**config.mk**
```make
export PLATFORM = sky130hd
export DESIGN_NAME = positional_list_insert_delete
export DESIGN_NICKNAME = d
export VERILOG_FILES = /design/src/rtl/pli_pkg.sv /design/src/rtl/pli_ram.sv /design/src/rtl/positional_list_insert_delete.sv
export VERILOG_INCLUDE_DIRS = /design/src /design/src/rtl
export SDC_FILE = /design/constraint.sdc
export NUM_CORES = 1
export LEC_CHECK = 0
export ABC_CLOCK_PERIOD_IN_PS = 3400
export BUFFER_PORTS_ARGS = -buffer_cell sky130_fd_sc_hd__buf_2
export CAP_MARGIN = 20
export CELL_PAD_IN_SITES_DETAIL_PLACEMENT = 0
export CELL_PAD_IN_SITES_GLOBAL_PLACEMENT = 1
export CORE_ASPECT_RATIO = 1.4
export CORE_MARGIN = 3
export CORE_UTILIZATION = 30
export DETAILED_ROUTE_END_ITERATION = 8
export GPL_TIMING_DRIVEN = 0
export PLACE_DENSITY = 0.64
export SYNTH_ARGS = -nofsm -noshare
export SYNTH_HDL_FRONTEND = slang
export SYNTH_SLANG_ARGS = --single-unit
```
**constraint.sdc**
```tcl
create_clock -name clock -period 3.4 [get_ports clock]
set_input_delay 0.68 -clock clock [delete_from_list [all_inputs] [get_ports clock]]
set_output_delay 0.68 -clock clock [all_outputs]
set_load 0.1 [all_outputs]
```
**src/rtl/positional_list_insert_delete_defines.svh**
```systemverilog
// assertion macros for the positional list block
`ifndef POSITIONAL_LIST_INSERT_DELETE_DEFINES_SVH
`define POSITIONAL_LIST_INSERT_DELETE_DEFINES_SVH

// same-cycle implication, disabled during reset
`define PLI_ASSERT_NOW(label, clk, rst, ante, cons, msg) \
   label: assert property (@(posedge clk) disable iff (rst) (ante) |-> (cons)) \
      else $error(msg);

// next-cycle implication, disabled during reset
`define PLI_ASSERT_NEXT(label, clk, rst, ante, cons, msg) \
   label: assert property (@(posedge clk) disable iff (rst) (ante) |=> (cons)) \
      else $error(msg);

`endif

```
**src/rtl/pli_pkg.sv**
```systemverilog
`timescale 1ns / 1ps
`default_nettype none
// ----------------------------------------------------------------------------
// pli_pkg
// field widths, operation codes and status codes of the positional list
// ----------------------------------------------------------------------------
package pli_pkg;

   localparam int FUNC_W   = 2;
   localparam int POS_W    = 5;
   localparam int DATA_W   = 32;
   localparam int STATUS_W = 2;
   localparam int INDEX_W  = 4;
   localparam int COUNT_W  = 5;

   typedef logic [FUNC_W-1:0]   func_type;
   typedef logic [STATUS_W-1:0] status_type;

   localparam func_type FN_INSERT = 2'd0;
   localparam func_type FN_DELETE = 2'd1;
   localparam func_type FN_READ   = 2'd2;

   localparam status_type ST_OK     = 2'd0;
   localparam status_type ST_FULL   = 2'd1;
   localparam status_type ST_EMPTY  = 2'd2;
   localparam status_type ST_BADPOS = 2'd3;

endpackage
`default_nettype wire

```
**src/rtl/pli_ram.sv**
```systemverilog
`timescale 1ns / 1ps
`default_nettype none
// ----------------------------------------------------------------------------
// pli_ram
// generic simple dual-port ram, one write and one registered read per cycle
// ----------------------------------------------------------------------------
module pli_ram #(
   parameter int WIDTH = 32,
   parameter int DEPTH = 16
) (
   input  wire logic                     clock,
   input  wire logic                     wr_en,
   input  wire logic [$clog2(DEPTH)-1:0] wr_addr,
   input  wire logic [WIDTH-1:0]         wr_data,
   input  wire logic [$clog2(DEPTH)-1:0] rd_addr,
   output logic      [WIDTH-1:0]         rd_data
);

   logic [WIDTH-1:0] mem [DEPTH];
   logic [WIDTH-1:0] rd_data_ff;

   always_ff @(posedge clock) begin
      if (wr_en) begin
         mem[wr_addr] <= wr_data;
      end
      rd_data_ff <= mem[rd_addr];
   end

   assign rd_data = rd_data_ff;

endmodule
`default_nettype wire

```
**src/rtl/positional_list_insert_delete.sv**
```systemverilog
`timescale 1ns / 1ps
`default_nettype none
// insert: entries from the position to the top move one place up, then the new value
//   is written; delete: entries above the position move one place down; read-out
//   returns elements in order; one item at a time, req_stall high until its last
//   result is queued; each entry move is a ram read followed by a ram write
// reset: count cleared, element store contents undefined, no clearing pass
// ----------------------------------------------------------------------------
// positional_list_insert_delete
// bounded ordered list of signed values with insert/delete at a position and
// full read-out, entries kept in a single-port-pair ram moved one per step
// ----------------------------------------------------------------------------
`include "positional_list_insert_delete_defines.svh"

module positional_list_insert_delete
   import pli_pkg::*;
#(
   parameter int CAPACITY = 16
) (
   input  wire logic                     clock,
   input  wire logic                     reset,
   // request channel
   input  wire logic                     req_valid,
   output logic                          req_stall,
   input  wire logic [FUNC_W-1:0]        req_func,
   input  wire logic [POS_W-1:0]         req_position,
   input  wire logic signed [DATA_W-1:0] req_new_value,
   // result channel
   output logic                          rsp_valid,
   input  wire logic                     rsp_stall,
   output logic [STATUS_W-1:0]           rsp_status,
   output logic signed [DATA_W-1:0]      rsp_element,
   output logic [INDEX_W-1:0]            rsp_element_index,
   output logic [COUNT_W-1:0]            rsp_count_after,
   output logic                          rsp_last
);

   // ram index width and count width (count can reach CAPACITY)
   localparam int AW   = $clog2(CAPACITY);
   localparam int CW   = $clog2(CAPACITY + 1);
   // common width for comparing position against count and for output fields
   localparam int CMPW = (CW > POS_W) ? CW : POS_W;

   // sequencer states
   localparam logic [3:0] S_IDLE    = 4'd0;
   localparam logic [3:0] S_INS_RD  = 4'd1;  // fetch entry below the gap
   localparam logic [3:0] S_INS_MOV = 4'd2;  // write it one place up
   localparam logic [3:0] S_INS_PUT = 4'd3;  // drop new value into the gap
   localparam logic [3:0] S_DEL_RD  = 4'd4;  // fetch entry above the hole
   localparam logic [3:0] S_DEL_MOV = 4'd5;  // write it one place down
   localparam logic [3:0] S_OUT_RD  = 4'd6;  // address next element
   localparam logic [3:0] S_OUT_LD  = 4'd7;  // hand element to output register
   localparam logic [3:0] S_RESP    = 4'd8;  // single result for insert/delete/empty

   logic [3:0]               state_ff, state_in;
   logic [CW-1:0]            count_ff, count_in;
   logic [CW-1:0]            ptr_ff, ptr_in;       // walking index of the sequencer
   logic [CW-1:0]            pos_ff, pos_in;       // checked position of the item
   logic signed [DATA_W-1:0] value_ff, value_in;   // value held for an insert
   status_type               res_status_ff, res_status_in;

   // output register
   logic                     rsp_valid_ff;
   status_type               rsp_status_ff;
   logic signed [DATA_W-1:0] rsp_element_ff;
   logic [INDEX_W-1:0]       rsp_element_index_ff;
   logic [COUNT_W-1:0]       rsp_count_after_ff;
   logic                     rsp_last_ff;

   logic                     out_load;
   logic                     out_free;
   status_type               out_status;
   logic signed [DATA_W-1:0] out_element;
   logic [INDEX_W-1:0]       out_index;
   logic                     out_last;

   // ram port signals
   logic                     ram_we;
   logic [AW-1:0]            ram_waddr;
   logic [DATA_W-1:0]        ram_wdata;
   logic [AW-1:0]            ram_raddr;
   logic [DATA_W-1:0]        ram_rdata;

   // helpers
   logic [CMPW-1:0]          pos_ext;
   logic [CMPW-1:0]          count_ext;
   logic [CMPW-1:0]          ptr_ext;
   logic [CW-1:0]            ptr_inc;
   logic [CW-1:0]            ptr_dec;
   logic                     list_full;
   logic                     list_empty;

   assign pos_ext    = CMPW'(req_position);
   assign count_ext  = CMPW'(count_ff);
   assign ptr_ext    = CMPW'(ptr_ff);
   assign ptr_inc    = ptr_ff + CW'(1);
   assign ptr_dec    = ptr_ff - CW'(1);
   assign list_full  = (count_ff == CW'(CAPACITY));
   assign list_empty = (count_ff == '0);

   // output register can take a result this cycle
   assign out_free   = !rsp_valid_ff || !rsp_stall;

   // one item at a time: take a new item only from idle
   assign req_stall  = (state_ff != S_IDLE);

   pli_ram #(
      .WIDTH (DATA_W),
      .DEPTH (CAPACITY)
   ) u_store (
      .clock   (clock),
      .wr_en   (ram_we),
      .wr_addr (ram_waddr),
      .wr_data (ram_wdata),
      .rd_addr (ram_raddr),
      .rd_data (ram_rdata)
   );

   // sequencer
   always_comb begin
      state_in      = state_ff;
      count_in      = count_ff;
      ptr_in        = ptr_ff;
      pos_in        = pos_ff;
      value_in      = value_ff;
      res_status_in = res_status_ff;

      ram_we        = 1'b0;
      ram_waddr     = ptr_ff[AW-1:0];
      ram_wdata     = ram_rdata;
      ram_raddr     = ptr_ff[AW-1:0];

      out_load      = 1'b0;
      out_status    = ST_OK;
      out_element   = '0;
      out_index     = '0;
      out_last      = 1'b1;

      unique case (state_ff)
         S_IDLE: begin
            if (req_valid) begin
               value_in = req_new_value;
               pos_in   = pos_ext[CW-1:0];
               ptr_in   = count_ff;
               case (req_func)
                  FN_INSERT: begin
                     // full check comes before the position check
                     if (list_full) begin
                        res_status_in = ST_FULL;
                        state_in      = S_RESP;
                     end else if (pos_ext > count_ext) begin
                        res_status_in = ST_BADPOS;
                        state_in      = S_RESP;
                     end else begin
                        // open a gap from the top down to the position
                        state_in = S_INS_RD;
                     end
                  end
                  FN_DELETE: begin
                     if (list_empty) begin
                        res_status_in = ST_EMPTY;
                        state_in      = S_RESP;
                     end else if (pos_ext >= count_ext) begin
                        res_status_in = ST_BADPOS;
                        state_in      = S_RESP;
                     end else begin
                        // close the hole from the position upward
                        ptr_in   = pos_ext[CW-1:0];
                        state_in = S_DEL_RD;
                     end
                  end
                  FN_READ: begin
                     if (list_empty) begin
                        res_status_in = ST_EMPTY;
                        state_in      = S_RESP;
                     end else begin
                        ptr_in   = '0;
                        state_in = S_OUT_RD;
                     end
                  end
                  default: begin
                     // unused code: dropped, no result
                  end
               endcase
            end
         end
         S_INS_RD: begin
            if (ptr_ff == pos_ff) begin
               state_in = S_INS_PUT;
            end else begin
               ram_raddr = ptr_dec[AW-1:0];
               state_in  = S_INS_MOV;
            end
         end
         S_INS_MOV: begin
            ram_we    = 1'b1;
            ram_waddr = ptr_ff[AW-1:0];
            ram_wdata = ram_rdata;
            ptr_in    = ptr_dec;
            state_in  = S_INS_RD;
         end
         S_INS_PUT: begin
            ram_we        = 1'b1;
            ram_waddr     = pos_ff[AW-1:0];
            ram_wdata     = value_ff;
            count_in      = count_ff + CW'(1);
            res_status_in = ST_OK;
            state_in      = S_RESP;
         end
         S_DEL_RD: begin
            if (ptr_inc >= count_ff) begin
               // reached the top, list shrinks by one
               count_in      = count_ff - CW'(1);
               res_status_in = ST_OK;
               state_in      = S_RESP;
            end else begin
               ram_raddr = ptr_inc[AW-1:0];
               state_in  = S_DEL_MOV;
            end
         end
         S_DEL_MOV: begin
            ram_we    = 1'b1;
            ram_waddr = ptr_ff[AW-1:0];
            ram_wdata = ram_rdata;
            ptr_in    = ptr_inc;
            state_in  = S_DEL_RD;
         end
         S_OUT_RD: begin
            ram_raddr = ptr_ff[AW-1:0];
            state_in  = S_OUT_LD;
         end
         S_OUT_LD: begin
            // keep the address so read data holds while the output is busy
            ram_raddr = ptr_ff[AW-1:0];
            if (out_free) begin
               out_load    = 1'b1;
               out_status  = ST_OK;
               out_element = ram_rdata;
               out_index   = ptr_ext[INDEX_W-1:0];
               out_last    = (ptr_inc == count_ff);
               if (ptr_inc == count_ff) begin
                  state_in = S_IDLE;
               end else begin
                  ptr_in   = ptr_inc;
                  state_in = S_OUT_RD;
               end
            end
         end
         S_RESP: begin
            if (out_free) begin
               out_load   = 1'b1;
               out_status = res_status_ff;
               state_in   = S_IDLE;
            end
         end
         default: begin
            state_in = S_IDLE;
         end
      endcase
   end

   // control registers
   always_ff @(posedge clock) begin
      if (reset) begin
         state_ff     <= S_IDLE;
         count_ff     <= '0;
         rsp_valid_ff <= 1'b0;
      end else begin
         state_ff <= state_in;
         count_ff <= count_in;
         if (out_load) begin
            rsp_valid_ff <= 1'b1;
         end else if (rsp_valid_ff && !rsp_stall) begin
            rsp_valid_ff <= 1'b0;
         end
      end
   end

   // payload registers, no reset
   always_ff @(posedge clock) begin
      ptr_ff        <= ptr_in;
      pos_ff        <= pos_in;
      value_ff      <= value_in;
      res_status_ff <= res_status_in;
      if (out_load) begin
         rsp_status_ff        <= out_status;
         rsp_element_ff       <= out_element;
         rsp_element_index_ff <= out_index;
         rsp_count_after_ff   <= count_ext[COUNT_W-1:0];
         rsp_last_ff          <= out_last;
      end
   end

   assign rsp_valid         = rsp_valid_ff;
   assign rsp_status        = rsp_status_ff;
   assign rsp_element       = rsp_element_ff;
   assign rsp_element_index = rsp_element_index_ff;
   assign rsp_count_after   = rsp_count_after_ff;
   assign rsp_last          = rsp_last_ff;

   // checks
   `PLI_ASSERT_NOW(a_count_bound, clock, reset, 1'b1, count_ff <= CW'(CAPACITY),
      "element count above capacity")
   `PLI_ASSERT_NOW(a_no_write_in_readout, clock, reset,
      (state_ff == S_OUT_RD) || (state_ff == S_OUT_LD), !ram_we,
      "store written during read-out")
   `PLI_ASSERT_NOW(a_write_in_range, clock, reset, ram_we,
      (state_ff == S_INS_PUT) ? (pos_ff < CW'(CAPACITY)) : (ptr_ff < CW'(CAPACITY)),
      "store write beyond capacity")
   `PLI_ASSERT_NEXT(a_count_step, clock, reset, 1'b1,
      (count_ff == $past(count_ff)) || (count_ff == $past(count_ff) + CW'(1)) ||
      (count_ff == $past(count_ff) - CW'(1)),
      "element count moved by more than one")
   `PLI_ASSERT_NOW(a_load_when_free, clock, reset, out_load, out_free,
      "result loaded over a waiting result")

endmodule
`default_nettype wire
```
==> Word level (Yosys, flattened, before mapping) <==
Memories as Yosys holds them, arrays and structs flattened. A register that Yosys moved wholly into a read port is not among the register bits.
Cells that the tools add are included.
{ "totals": {"ff_bits": 98, "latch_bits": 0, "mem_bits_rw": 512, "mem_bits_ro": 0, "input_bits": 43, "out_inout_bits": 46, "mem_count": 1} }
{ "mem_list": {"columns": ["memory", "depth", "word_bits", "read_ports", "rd_clocked_by_memory_dff", "wr", "line_no", "text"], "rows": [
  ["u_store.mem", 16, 32, 1, 1, 1, "pli_ram.sv:19", "logic [WIDTH-1:0] mem [DEPTH];"]
]} }
{ "classes": {"add_sub_neg": 4, "mul": 0, "div": 0, "order_cmp": 3, "eq_ne": 22, "shift": 0, "muxes": 44, "bitwise_logic": 0, "reduce_logical": 21} }
{ "ops": {"columns": ["op", "count"], "rows": [
  ["4-bit 2-to-1 mux", 12],
  ["4-bit one-hot mux with 9 select lines", 1],
  ["5-bit 2-to-1 mux", 7],
  ["32-bit 2-to-1 mux", 1],
  ["5-bit one-hot mux with 2 select lines", 2],
  ["5-bit one-hot mux with 4 select lines", 1],
  ["4-bit by 3-bit equality test with 1-bit output (second input constant)", 4],
  ["2-bit 2-to-1 mux", 7],
  ["2-bit one-hot mux with 3 select lines", 2],
  ["4-bit one-hot mux with 3 select lines", 1],
  ["5-bit by 1-bit adder with 5-bit output (second input constant)", 2],
  ["5-bit equality test", 2],
  ["5-bit greater-or-equal comparator", 2],
  ["2-bit != test (second input constant)", 5],
  ["5-bit by 1-bit subtractor with 5-bit output (second input constant)", 2],
  ["4-bit by 2-bit equality test with 1-bit output (second input constant)", 2],
  ["1-bit 2-to-1 mux", 8],
  ["4-bit != test (second input constant)", 2],
  ["4-bit one-hot mux with 2 select lines", 1],
  ["2-bit AND reduction", 4],
  ["4-bit AND reduction", 2],
  ["4-bit nonzero test", 2],
  ["7-bit AND reduction", 1],
  ["5-bit equality test (second input constant)", 1],
  ["other kinds (18)", 20]
]} }

==> Logic depth before layout (Yosys ltp) <==
{ "logic_depth": {"depth_word": 6, "depth_mapped": 14, "ltp_nobuf": 12} }

==> Hierarchy <==
A second synthesis with hierarchy kept.
{ "unflattened": {"hier_cells": 1246, "area_unflattened_um2": 24803.8} }
{ "modules_own_cells": {"columns": ["module", "n_inst", "cells_per_inst", "area_each_um2", "seq_area_each_um2"], "rows": [
  ["pli_ram", 1, 838, 19835.3, 16015.4],
  ["positional_list_insert_delete", 1, 408, 4968.5, 2842.7]
]} }

==> Least setup slack after synthesis <==
Ideal clock, no wire load.
{ "synth_path": {"path_type": "register to register", "startpoint": "reg ptr_ff[2], in the netlist ptr_ext[2]", "endpoint": "reg u_store.rd_data_ff[10], in the netlist u_store.rd_data[10] (read register of u_store.mem)", "setup_ns": 0.134, "arrival_ns": 3.474, "required_ns": 3.266, "setup_slack_ns": -0.208, "stages_incl_launch_ff": 14, "path_buffers": 3, "period_less_slack_ns": 3.608, "cell_sequence": "edfxtp_1 buf_1 nand3_1 xnor2_1 ha_1 a21boi_1 nor2_8 or3_4 clkbuf_1 clkbuf_1 and3_1 a211oi_1 a311oi_1 or4_1"} }
{ "synth_between": {"elab_chain_len": 4, "word_cells_on_any_way": 7, "classes_between": "2 x add/sub; 1 x order compare; 1 x eq/ne; 3 x mux"} }
{ "synth_rtl": {"columns": ["item", "line_no", "text"], "rows": [
  ["start, declared", "positional_list_insert_delete.sv:57", "logic [CW-1:0] ptr_ff, ptr_in;"],
  ["start signal, assigned", "positional_list_insert_delete.sv:281", "ptr_ff <= ptr_in;"],
  ["5-bit by 1-bit adder with 5-bit output", "positional_list_insert_delete.sv:96", "assign ptr_inc = ptr_ff + CW'(1);"],
  ["5-bit greater-or-equal comparator", "positional_list_insert_delete.sv:211", "if (ptr_inc >= count_ff) begin"],
  ["4-bit 2-to-1 mux", "positional_list_insert_delete.sv:211", null],
  ["4-bit one-hot mux with 2 select lines *", "positional_list_insert_delete.sv:139", "unique case (state_ff)"],
  ["end, declared", "pli_ram.sv:20", "logic [WIDTH-1:0] rd_data_ff;"]
]} }
Every way passes the cells marked *; elsewhere a longest branch is shown, timed or not.
A chain may end at the register's enable or synchronous reset.

==> Worst setup path after layout <==
{ "layout_path": {"startpoint": "reg ptr_ff[1], in the netlist ptr_ext[1]", "endpoint": "reg u_store.rd_data_ff[14], in the netlist u_store.rd_data[14] (read register of u_store.mem)"} }
The elaborated chain is that of the path after synthesis.

==> flow_summary.ini <==
[route]
viasPerCell = 5.249
dr.pass1.iters = 5
vias = 16360
drc_errors = 0
drt_iter0_drc = 1211
wl_um = 76770
post_drt_wl_per_cell_um = 24.64
antenna_left = 0

[yosys]
seq_area_frac_synth = 0.7343
synth_compound_area_frac = 0.1007
synthXorXnorAreaFrac = 0.005457
synth_flop_cell = edfxtp_1
synth-edff-count = 600
syn_inst = 1766
ys_ff_latch = 642
async_flop_share = 0
synthAdderAreaFrac = 0.009549
muxShareOfSynthArea = 0.01442
syn_area_um2 = 25680
yosys.area_share.simple = 0.1114
ys_types = 61
yosysWarnings = 0
syn_nets = 1828
synth_top_family_by_area = simple AND/OR/NAND/NOR gates
avgSynthCellArea_um2 = 14.54

[sta]
tightest_slew_ps = 1016
finalHoldViolations = 0
skew_ps = 24.10
setup_ws_ps = -350.3
fin_crit_sh = 1.103
period_needed_ps = 3750
max_freq_mhz = 266.6
rsz0062_at_grt = true
setup_viol = 32
max_slew_margin = 0.3133
slew_violations = 0
whs_ps = 223.7

[clock_network]
cts_tree = yes
clockBufferDepth = 3
cts-htree-levels = 2
cts.clk_slew.worst_paths_ps = 70
insertion_delay_ps = 630
clkSinkCount = 642
cts_made_buffers = 58
cts-root-buf = clkbuf_16

[power_and_ir_drop]
p_comb_frac = 0.152
swShare = 0.2598
p_leak_nw = 11.20
internal-power_mw = 14.17
sequentialPowerShare = 0.487
irDropWorstVdd_mv = 0.3975
power_density_nw_per_um2 = 577.4
p_clk_frac = 0.360
power_switching_mw = 4.973

[status]
status = complete, but fails checks
violations = negative setup slack

[worst_setup_path]
rr_startpoint = ptr_ext[1]$_DFFE_PP_
startpoint_type = flip-flop
arrival_ps = 4240
crit_path_start = ptr_ext[1]$_DFFE_PP_
timing.rr.end = u_store.rd_data[14]$_DFF_P_
critPathKind = reg2reg
r2r_cells = 13
cp-end-kind = flip-flop
cp_max_fo = 10
r2r_slack_ps = -350
crit_required_ps = 3890

[floorplanning]
die_area_um2 = 89200
start_util = 0.3033
die_y_um = 352.2
die_w_um = 253.3
io_pins = 89
rows = 126
coreArea_um2 = 84660

[finish]
multi_input_area_um2 = 7915
drive_above_1_share = 0.3266
regArea_um2 = 18860
fillers = 7645
area_growth_pct = 29.08
nNetsFinal = 2040

[place]
port_buffers = 87
gp_congestion = 0.8086
place_ws_ps = -1173
hpwl_um = 49980

[hold_path]
hold_path_end = value_ff[3]$_DFFE_PP_
min_path_type = in2reg
hp-start = req_new_value[3]
min_path_cells = 1

[global_route]
grtUsageTotal = 0.1657
grt_max_degree = 25
antenna_found_initial = 2
globalRouteOverflowTotal = 0
grt_pass1_wl_um = 110500
grt_pass1_vias = 16810

[flow_run]
cap_violations = 0
==> flip-flops by register name, indices dropped and copies added, names as in the netlist <==
signal / cells
count_ext: 5
rsp_count_after: 5
u_store.rd_data: 32
rsp_valid: 1
u_store.mem: 512
state_ff: 4
ptr_ext: 5
res_status_ff: 2
rsp_element: 32
pos_ff: 5
rsp_status: 2
rsp_last: 1
value_ff: 32
rsp_element_index: 4
==> cells in the mapped netlist, types with 10 or more instances <==
cell type  instances  area, um^2
ha_1              18       225.2
clkbuf_1          96       360.4
and3_1           133       832.1
inv_1             20       75.07
mux2_2            32       360.4
xnor2_1           12       105.1
and2_1            43       269.0
a21oi_1           26       130.1
buf_2             22       110.1
dfxtp_1           42       840.8
a311oi_1         129        1130
nor3_1            10       50.05
a211oi_1         131       983.4
nand2_1          281        1055
or4_1             32       240.2
nor2_1            37       138.9
edfxtp_1         600       18020
==> through the flow <==
step                      instances  cell area, um^2  power (mW)    util  setup TNS (ps)
after floorplan                1766            25720       10.75       -           -1199
after global placement         2941            27520       11.59  0.3250         -948760
after detailed placement       2958            28030       11.65  0.3311         -148410
after CTS                      3102            32320       19.04  0.3818          -10610
after global routing           3115            33150       19.70  0.3915          -11680
final                          3116            33150       19.14  0.3916           -9538
==> repair_timing <==
action	in CTS	in global routing
buffers inserted	31	5
pin swaps	99	113
setup endpoints to repair	984	44
gates cloned	5	8
resized for setup	449	141
hold buffers	0	0
==> how the worst max path moves through the flow <==
stage	slack, ps	to
final	-350	u_store.rd_data[14]$_DFF_P_
after global routing	-430	u_store.rd_data[14]$_DFF_P_
after CTS	-380	u_store.rd_data[26]$_DFF_P_
after detailed placement	-1170	u_store.rd_data[28]$_DFF_P_
after global placement	-2110	u_store.mem[7][13]$_DFFE_PP_
after floorplan	-8	u_store.mem[8][0]$_DFFE_PP_
==> final cells by class <==
type	instances	share of cell area
tap	1088	0.04107
clock buffer	72	0.04752
inverter	20	0.002340
sequential	642	0.5689
timing repair buffer	151	0.04518
antenna	1	0.00007549
clock inverter	37	0.01295
multi-input combinational	976	0.2388
buffer	129	0.04322
==> power groups by stage <==
stage | combinational (mW) | clock (mW) | sequential (mW)
after floorplan | 1.15 | 0 | 9.60
after global placement | 2.09 | 0 | 9.50
after detailed placement | 2.15 | 0 | 9.50
after CTS | 2.69 | 7.03 | 9.33
after global routing | 3.08 | 7.28 | 9.34
final | 2.92 | 6.89 | 9.33
==> layout by cell type (no fill, tap or decap), drive strengths merged, types with 3 or more instances in the layout <==
master    instances
edfxtp          600
nand2           282
buf             203
clkbuf          149
and3            133
a211oi          131
a311oi          129
and2             43
dfxtp            42
nor2             38
mux2             32
or4              32
a21oi            26
inv              26
clkinv           20
ha               18
xnor2            12
nor3             10
nor2b             9
bufinv            8
a31oi             8
o21ai             6
or2               6
nand2b            6
nand3             6
o21a              4
a221o             4
or3               4
xor2              4
nor3b             3
a21o              3
clkinvlp          3
==> layer usage <==
metal	GRT usage	part of all wire	vias to the layer above
met5	0	0.00017	-
met4	0.05575	0.033	2
met3	0.01881	0.045	145
met2	0.3163	0.55	493
met1	0.1898	0.37	8428
li1	-	-	7287
==> kinds of logic (layout without fill, tap and decap cells) <==
logic type,Yosys count,count (layout)
AND/OR/NAND/NOR,576,578
AO/OA/AOI/OAI,330,330
flip-flops,642,642
XOR/XNOR,16,16
buffers and inverters,150,409
multiplexers,33,33
adder cells (fa/ha/maj),19,19
other,0,1
==> worst max-delay path, stage by stage, from the launching register on <==
cell	delay, ps
edfxtp_1	500
ha_4	230
xor2_2	150
ha_1	320
and4_4	260
a211o_4	170
nor2_8	50
or3_4	480
clkbuf_16	240
clkbuf_16	180
and3_1	220
a211oi_4	210
a311oi_2	90
or4_4	510
Power figures use the tool's default switching activity.
